$ cat src/kalman_angle_bias_filter_core_defines.svh
// Assertion macros for the angle/bias filter core.
// Used by the top level only; no other dependencies.
`ifndef KALMAN_ANGLE_BIAS_FILTER_CORE_DEFINES_SVH
`define KALMAN_ANGLE_BIAS_FILTER_CORE_DEFINES_SVH
// check that a condition implies a consequence in the same cycle
`define KABF_ASSERT_SAME(lbl, clk, rst, cond, cons, msg) \
   lbl: assert property (@(posedge clk) disable iff (rst) (cond) |-> (cons)) else $error(msg);
// check that a condition implies a consequence in the next cycle
`define KABF_ASSERT_NEXT(lbl, clk, rst, cond, cons, msg) \
   lbl: assert property (@(posedge clk) disable iff (rst) (cond) |=> (cons)) else $error(msg);
`endif

$ cat src/kabf_pkg.sv
// Shared types and constants for the angle/bias filter core.
// No dependencies.
`timescale 1ns / 1ps
`default_nettype none
package kabf_pkg;
   localparam int NoiseW = 24;
   localparam logic [1:0] CsrAngleNoise = 2'd0;
   localparam logic [1:0] CsrBiasNoise  = 2'd1;
   localparam logic [1:0] CsrMeasNoise  = 2'd2;
   localparam logic [23:0] AngleNoiseRst = 24'd16777;
   localparam logic [23:0] BiasNoiseRst  = 24'd50332;
   localparam logic [23:0] MeasNoiseRst  = 24'd503316;

   typedef enum logic [4:0] {
      ST_IDLE, ST_RATE, ST_ANG, ST_T, ST_INNER, ST_N00, ST_N11,
      ST_DIVST, ST_DIV0, ST_DIV1, ST_Y,
      ST_CA, ST_CB, ST_C00, ST_C01, ST_C10, ST_C11, ST_DONE
   } state_type;

   // shared multiplier control: a operand, b operand, rounding shift select
   typedef struct packed {
      logic signed [33:0] a;
      logic signed [32:0] b;
      logic               sh24;
   } mul_req_type;

   function automatic logic signed [31:0] sat32(input logic signed [81:0] x);
      logic signed [31:0] r;
      if (x > 82'sd2147483647) r = 32'sh7fffffff;
      else if (x < -82'sd2147483648) r = 32'sh80000000;
      else r = x[31:0];
      return r;
   endfunction
endpackage
`default_nettype wire

$ cat src/kabf_div.sv
// Serial signed divider: (num * 2^24) / den truncated toward zero, one bit a cycle.
// Depends on kabf_pkg.
`timescale 1ns / 1ps
`default_nettype none
module kabf_div (
   input  wire logic               clock,
   input  wire logic               reset,
   input  wire logic               start,
   input  wire logic signed [31:0] num,
   input  wire logic signed [33:0] den,
   output logic                    busy_ff,
   output logic signed [31:0]      quot
);
   import kabf_pkg::*;
   logic [56:0] rem_ff, rem_in;
   logic [56:0] q_ff, q_in;
   logic [33:0] d_ff, d_in;
   logic        neg_ff, neg_in;
   logic [5:0]  cnt_ff, cnt_in;
   logic        busy_in;
   logic [56:0] trial;
   logic [56:0] nabs;
   logic signed [58:0] qs;
   always_comb begin
      nabs = num[31] ? 57'(-{{25{num[31]}}, num}) : 57'({{25{1'b0}}, num});
      rem_in = rem_ff; q_in = q_ff; d_in = d_ff; neg_in = neg_ff;
      cnt_in = cnt_ff; busy_in = busy_ff;
      trial = {rem_ff[55:0], q_ff[56]};
      if (start) begin
         rem_in = '0;
         q_in = nabs << 24;
         d_in = den[33] ? 34'(-den) : den;
         neg_in = num[31] ^ den[33];
         cnt_in = 6'd57;
         busy_in = 1'b1;
      end else if (busy_ff) begin
         if (trial >= 57'(d_ff)) begin
            rem_in = trial - 57'(d_ff);
            q_in = {q_ff[55:0], 1'b1};
         end else begin
            rem_in = trial;
            q_in = {q_ff[55:0], 1'b0};
         end
         cnt_in = cnt_ff - 6'd1;
         if (cnt_ff == 6'd1) busy_in = 1'b0;
      end
      qs = neg_ff ? -59'($unsigned(q_ff)) : 59'($unsigned(q_ff));
      quot = sat32(82'(qs));
   end
   always_ff @(posedge clock) begin
      if (reset) begin
         busy_ff <= 1'b0;
         cnt_ff <= '0;
      end else begin
         busy_ff <= busy_in;
         cnt_ff <= cnt_in;
      end
      rem_ff <= rem_in; q_ff <= q_in; d_ff <= d_in; neg_ff <= neg_in;
   end
endmodule
`default_nettype wire

$ cat config.mk
export PLATFORM = sky130hd
export DESIGN_NAME = kabf_div
export DESIGN_NICKNAME = d
export VERILOG_FILES = /design/src/kalman_angle_bias_filter_core_defines.svh /design/src/kabf_pkg.sv /design/src/kabf_div.sv
export SDC_FILE = /design/constraint.sdc
export NUM_CORES = 1
export LEC_CHECK = 0
export BUFFER_PORTS_ARGS = -buffer_cell sky130_fd_sc_hd__buf_2
export CAP_MARGIN = 20
export CORE_MARGIN = 4
export CORE_UTILIZATION = 30
export DETAILED_ROUTE_END_ITERATION = 8
export PLACE_DENSITY_LB_ADDON = 0.05
export RECOVER_POWER = 25
export SYNTH_ARGS = -nofsm -noshare
export SYNTH_HDL_FRONTEND = slang
export SYNTH_SLANG_ARGS = --single-unit
$ cat constraint.sdc
create_clock -name clock -period 5 [get_ports clock]
set_input_delay 0.5 -clock clock [delete_from_list [all_inputs] [get_ports clock]]
set_output_delay 0.5 -clock clock [all_outputs]
set_load 0.05 [all_outputs]
==> flow_summary.html <==
<table>
<tr><th>Metric</th><th>Value</th></tr>
<tr><th colspan="2">Run status</th></tr>
<tr><td>Run status</td><td>complete, but fails checks</td></tr>
<tr><td>Violations in the final reports</td><td>capacitance limit, slew limit</td></tr>
<tr><th colspan="2">STA</th></tr>
<tr><td>Final period demand of the worst path</td><td>4.786 ns</td></tr>
<tr><td>Final Hold Viols</td><td>0</td></tr>
<tr><td>Worst-case headroom to the max-slew limit</td><td>-80.41%</td></tr>
<tr><td>Period utilization</td><td>95.72%</td></tr>
<tr><td>Post-route setup TNS</td><td>0 ns</td></tr>
<tr><td>Final count of pins violating max slew</td><td>177</td></tr>
<tr><td>Final clock skew</td><td>0.01573 ns</td></tr>
<tr><td>Slew @ Worst Pin</td><td>2.706 ns</td></tr>
<tr><td>Upper clock frequency limit</td><td>208.9 MHz</td></tr>
<tr><td>Final setup violating endpoints</td><td>0</td></tr>
<tr><td>Hold_ws</td><td>0.3134 ns</td></tr>
<tr><td>Unrepaired setup endpoints after global routing</td><td>no</td></tr>
<tr><td>Worst path setup slack after routing</td><td>0.2141 ns</td></tr>
<tr><th colspan="2">Setup path</th></tr>
<tr><td>Critical register-to-register path startpoint</td><td>q_ff[56]$_DFFE_PP_</td></tr>
<tr><td>Crit path max fanout</td><td>9</td></tr>
<tr><td>Worst EP arrival</td><td>4.29 ns</td></tr>
<tr><td>Critical path startpoint category</td><td>flip-flop</td></tr>
<tr><td>Internal reg-to-reg setup slack</td><td>1.18 ns</td></tr>
<tr><td>Critical path class</td><td>reg2out</td></tr>
<tr><td>Critical Path RT</td><td>4.50 ns</td></tr>
<tr><td>Endpoint kind of the worst setup timing path</td><td>primary output</td></tr>
<tr><td>R2R Path End</td><td>rem_ff[48]$_SDFFE_PP0P_</td></tr>
<tr><td>R2R depth</td><td>13</td></tr>
<tr><th colspan="2">Logic synthesis</th></tr>
<tr><td>Post-Syn Area</td><td>0.01154 sq mm</td></tr>
<tr><td>Post-synth EDFFs</td><td>68</td></tr>
<tr><td>Post-Synthesis Mean Instance Area</td><td>8.470 sq um</td></tr>
<tr><td>Net count after synthesis</td><td>1471</td></tr>
<tr><td>Sequential fraction of the synthesis area</td><td>32.80%</td></tr>
<tr><td>Leading area contributor after synthesis</td><td>edfxtp_1</td></tr>
<tr><td>Primary FF master, synth</td><td>dfxtp_1</td></tr>
<tr><td>Yosys cell types</td><td>74</td></tr>
<tr><td>Flip-flop and latch count after synthesis</td><td>155</td></tr>
<tr><td>Ranking of synthesized cells by area</td><td>edfxtp_1 (18%), dfxtp_1 (15%), xnor2_1 (6.5%), xor2_1 (4.3%), nand2_1 (4.3%)</td></tr>
<tr><td>Synth top area share</td><td>17.70%</td></tr>
<tr><td>Async S/R FF share, synth</td><td>0%</td></tr>
<tr><td>Warnings, synthesis</td><td>0</td></tr>
<tr><td>Mapped Cells</td><td>1362</td></tr>
<tr><th colspan="2">Min path</th></tr>
<tr><td>Origin of the worst min-delay path</td><td>reset</td></tr>
<tr><td>Hold Path Depth</td><td>2</td></tr>
<tr><td>Class of the most critical hold timing path</td><td>in2reg</td></tr>
<tr><td>Worst min-delay path endpoint</td><td>cnt_ff[3]$_SDFFE_PP0P_</td></tr>
<tr><th colspan="2">Clocking</th></tr>
<tr><td>Clock latency reported for the late side of the worst-skew pair</td><td>0.45 ns</td></tr>
<tr><td>Library cell used as clock root buffer</td><td>clkbuf_16</td></tr>
<tr><td>Maximum number of buffers from clock root to sink</td><td>2</td></tr>
<tr><td>Total number of clock tree sinks</td><td>155</td></tr>
<tr><td>TritonCTS clock tree</td><td>done</td></tr>
<tr><td>CTS HTree Levels</td><td>4</td></tr>
<tr><td>Cts bufs inserted</td><td>17</td></tr>
<tr><td>CTS clock-pin slew for the worst setup and hold paths</td><td>0.07 ns</td></tr>
<tr><th colspan="2">Cells and area</th></tr>
<tr><td>Post-route standard cell area excluding fillers</td><td>0.01328 sq mm</td></tr>
<tr><td>Total area of multi-input combinational cells</td><td>0.007286 sq mm</td></tr>
<tr><td>Fill cell count</td><td>3966</td></tr>
<tr><td>Sequential standard cell area</td><td>0.003784 sq mm</td></tr>
<tr><td>Post-layout net count</td><td>1536</td></tr>
<tr><td>Commonest cells after routing, fill and taps aside</td><td>nand2_1 (132), nor2_1 (127), dfxtp_1 (87)</td></tr>
<tr><td>Synth-to-Final Area Change</td><td>15.09%</td></tr>
<tr><td>Final core occ</td><td>35.16%</td></tr>
<tr><td>Ratio of cells with drive above 1 in the final layout</td><td>15.69%</td></tr>
<tr><td>Non-filler instance count after layout</td><td>1952</td></tr>
<tr><td>Leading cell type in the layout, fill and taps excluded</td><td>nand2_1</td></tr>
<tr><th colspan="2">Place</th></tr>
<tr><td>IO Port Bufs</td><td>101</td></tr>
<tr><td>Placer Congestion</td><td>0.8454</td></tr>
<tr><td>Setup slack at placement</td><td>0.1474 ns</td></tr>
<tr><td>HPWL after detailed placement</td><td>25770 um</td></tr>
<tr><td># placed instances</td><td>1913</td></tr>
<tr><td>Post-placement cell area</td><td>0.01253 sq mm</td></tr>
<tr><th colspan="2">Route</th></tr>
<tr><td>Pre-antenna DRT Iters</td><td>5</td></tr>
<tr><td>Wirelength, routed</td><td>35420 um</td></tr>
<tr><td>Antenna violation net count after detailed routing</td><td>0</td></tr>
<tr><td>Highest Signal Layer</td><td>met4</td></tr>
<tr><td>Met2 WL post-DR</td><td>16580 um</td></tr>
<tr><td>Final routed wire length divided by cell count</td><td>18.14 um</td></tr>
<tr><td>Wire length on met1</td><td>17310 um</td></tr>
<tr><td>Met3 WL post-DR</td><td>1110 um</td></tr>
<tr><td>Post-route DRC violation count</td><td>0</td></tr>
<tr><td>Total number of vias</td><td>10280</td></tr>
<tr><td>Number of violations reported at the end of detailed-routing iteration 0</td><td>564</td></tr>
<tr><td>Via count normalized by instance count</td><td>5.266</td></tr>
<tr><th colspan="2">Die</th></tr>
<tr><td>Std-Cell Core Area</td><td>0.03776 sq mm</td></tr>
<tr><td>Count of pins on the block boundary</td><td>102</td></tr>
<tr><td>Number of cell rows</td><td>71</td></tr>
<tr><td>Vertical extent of the die</td><td>204.1 um</td></tr>
<tr><td>Die boundary width</td><td>204.1 um</td></tr>
<tr><td>Die area</td><td>0.04165 sq mm</td></tr>
<tr><td>Effective utilization at floorplan</td><td>30.56%</td></tr>
<tr><th colspan="2">GRT</th></tr>
<tr><td>First-pass GRT wire length</td><td>56410 um</td></tr>
<tr><td>Total congestion overflow</td><td>0</td></tr>
<tr><td>Number of antenna violations at the first check in global routing</td><td>0</td></tr>
<tr><td>Via count of the first global-routing pass</td><td>9946</td></tr>
<tr><td>GRT Overall Usage</td><td>16.83%</td></tr>
<tr><td>Pin count of the biggest net entering global routing</td><td>87</td></tr>
<tr><th colspan="2">Power</th></tr>
<tr><td>Power density relative to cell area</td><td>337.5 mW/mm^2</td></tr>
<tr><td>Worst ir drop on vdd</td><td>0.0002328 V</td></tr>
<tr><td>Total power</td><td>4.481 mW</td></tr>
<tr><td>Cell leakage power</td><td>5.162 nW</td></tr>
<tr><th colspan="2">Job</th></tr>
<tr><td>Number of maximum-capacitance violations</td><td>3</td></tr>
</table>
-- synth_stat cells (34+ instances only) --
cell type,n
a21oi_1,46
xnor2_1,86
edfxtp_1,68
clkbuf_1,70
o21ai_0,76
xor2_1,57
inv_1,56
dfxtp_1,87
nand2_1,132
o31ai_1,34
nor2_1,129
ha_1,39
-- flip-flops by register name, summed over array words and instances, names as in the netlist --
signal	flops
q_ff	57
rem_ff	56
d_ff	34
cnt_ff	6
busy_ff	1
neg_ff	1
-- worst max-delay path, cell delays in order, from the launching register on --
cell	delay [ns]
dfxtp_1	0.39
or4_4	0.59
nand2b_4	0.21
nor4_1	0.27
buf_4	0.19
mux2i_1	0.16
or4b_2	0.62
nor4_2	0.26
nand4_1	0.12
buf_4	0.18
o31a_4	0.43
o21ai_2	0.16
clkbuf_4	0.24
-- area by class of cell --
type,instances,area share (%)
well taps,511,4.816
diodes,1,0.01885
multi-input cells,1067,54.88
clock buffers,18,3.393
flip-flops and latches,155,28.50
clock inverters,14,0.9141
inverters,57,1.612
repair buffers,129,5.871
-- worst max path at each step --
stage | start | endpoint | slack (ns)
after floorplan | q_ff[13]$_SDFFE_PP0P_ | quot[1] | 0.60
after global placement | q_ff[0]$_SDFFE_PP0P_ | quot[1] | 0.37
after CTS | q_ff[0]$_SDFFE_PP0P_ | quot[19] | 0.04
final | q_ff[13]$_SDFFE_PP0P_ | quot[14] | 0.21
after global routing | q_ff[0]$_SDFFE_PP0P_ | quot[14] | 0.01
after detailed placement | q_ff[0]$_SDFFE_PP0P_ | quot[1] | 0.15
-- report_power, final --
group          switching (mW)  internal, mW  leakage (nW)
sequential              0.140          1.46          1.40
clock                   0.624         0.684         0.278
combinational           0.974         0.596          3.48
total                    1.74          2.74          5.16
-- cell families (layout without fill, tap and decap cells) --
group           after synthesis  in the layout  synth area share (%)
mux                          34             34                 3.004
fa+ha+maj                    40             40                 4.403
xor+xnor                    143            143                 10.86
compound gates              372            374                 23.11
buf+inv                     142            218                 5.054
simple gates                476            476                 20.77
other cells                   0              1                     0
flops                       155            155                 32.80
-- layer usage --
| layer | up-vias | track usage [%] |
|---|---|---|
| met5 | - | 0 |
| met4 | 0 | 4.283 |
| met3 | 27 | 2.523 |
| met2 | 158 | 27.64 |
| met1 | 4909 | 23.31 |
| li1 | 5186 | - |
-- repair_timing --
action / in CTS / in global routing
gates cloned: 2 / 0
buffers inserted: 4 / 0
hold buffers: 0 / 0
resized for setup: 7 / 39
endpoints found under the setup margin: 31 / 31
pin swaps: 4 / 1
No activity file was read; power rests on OpenSTA's default activity.
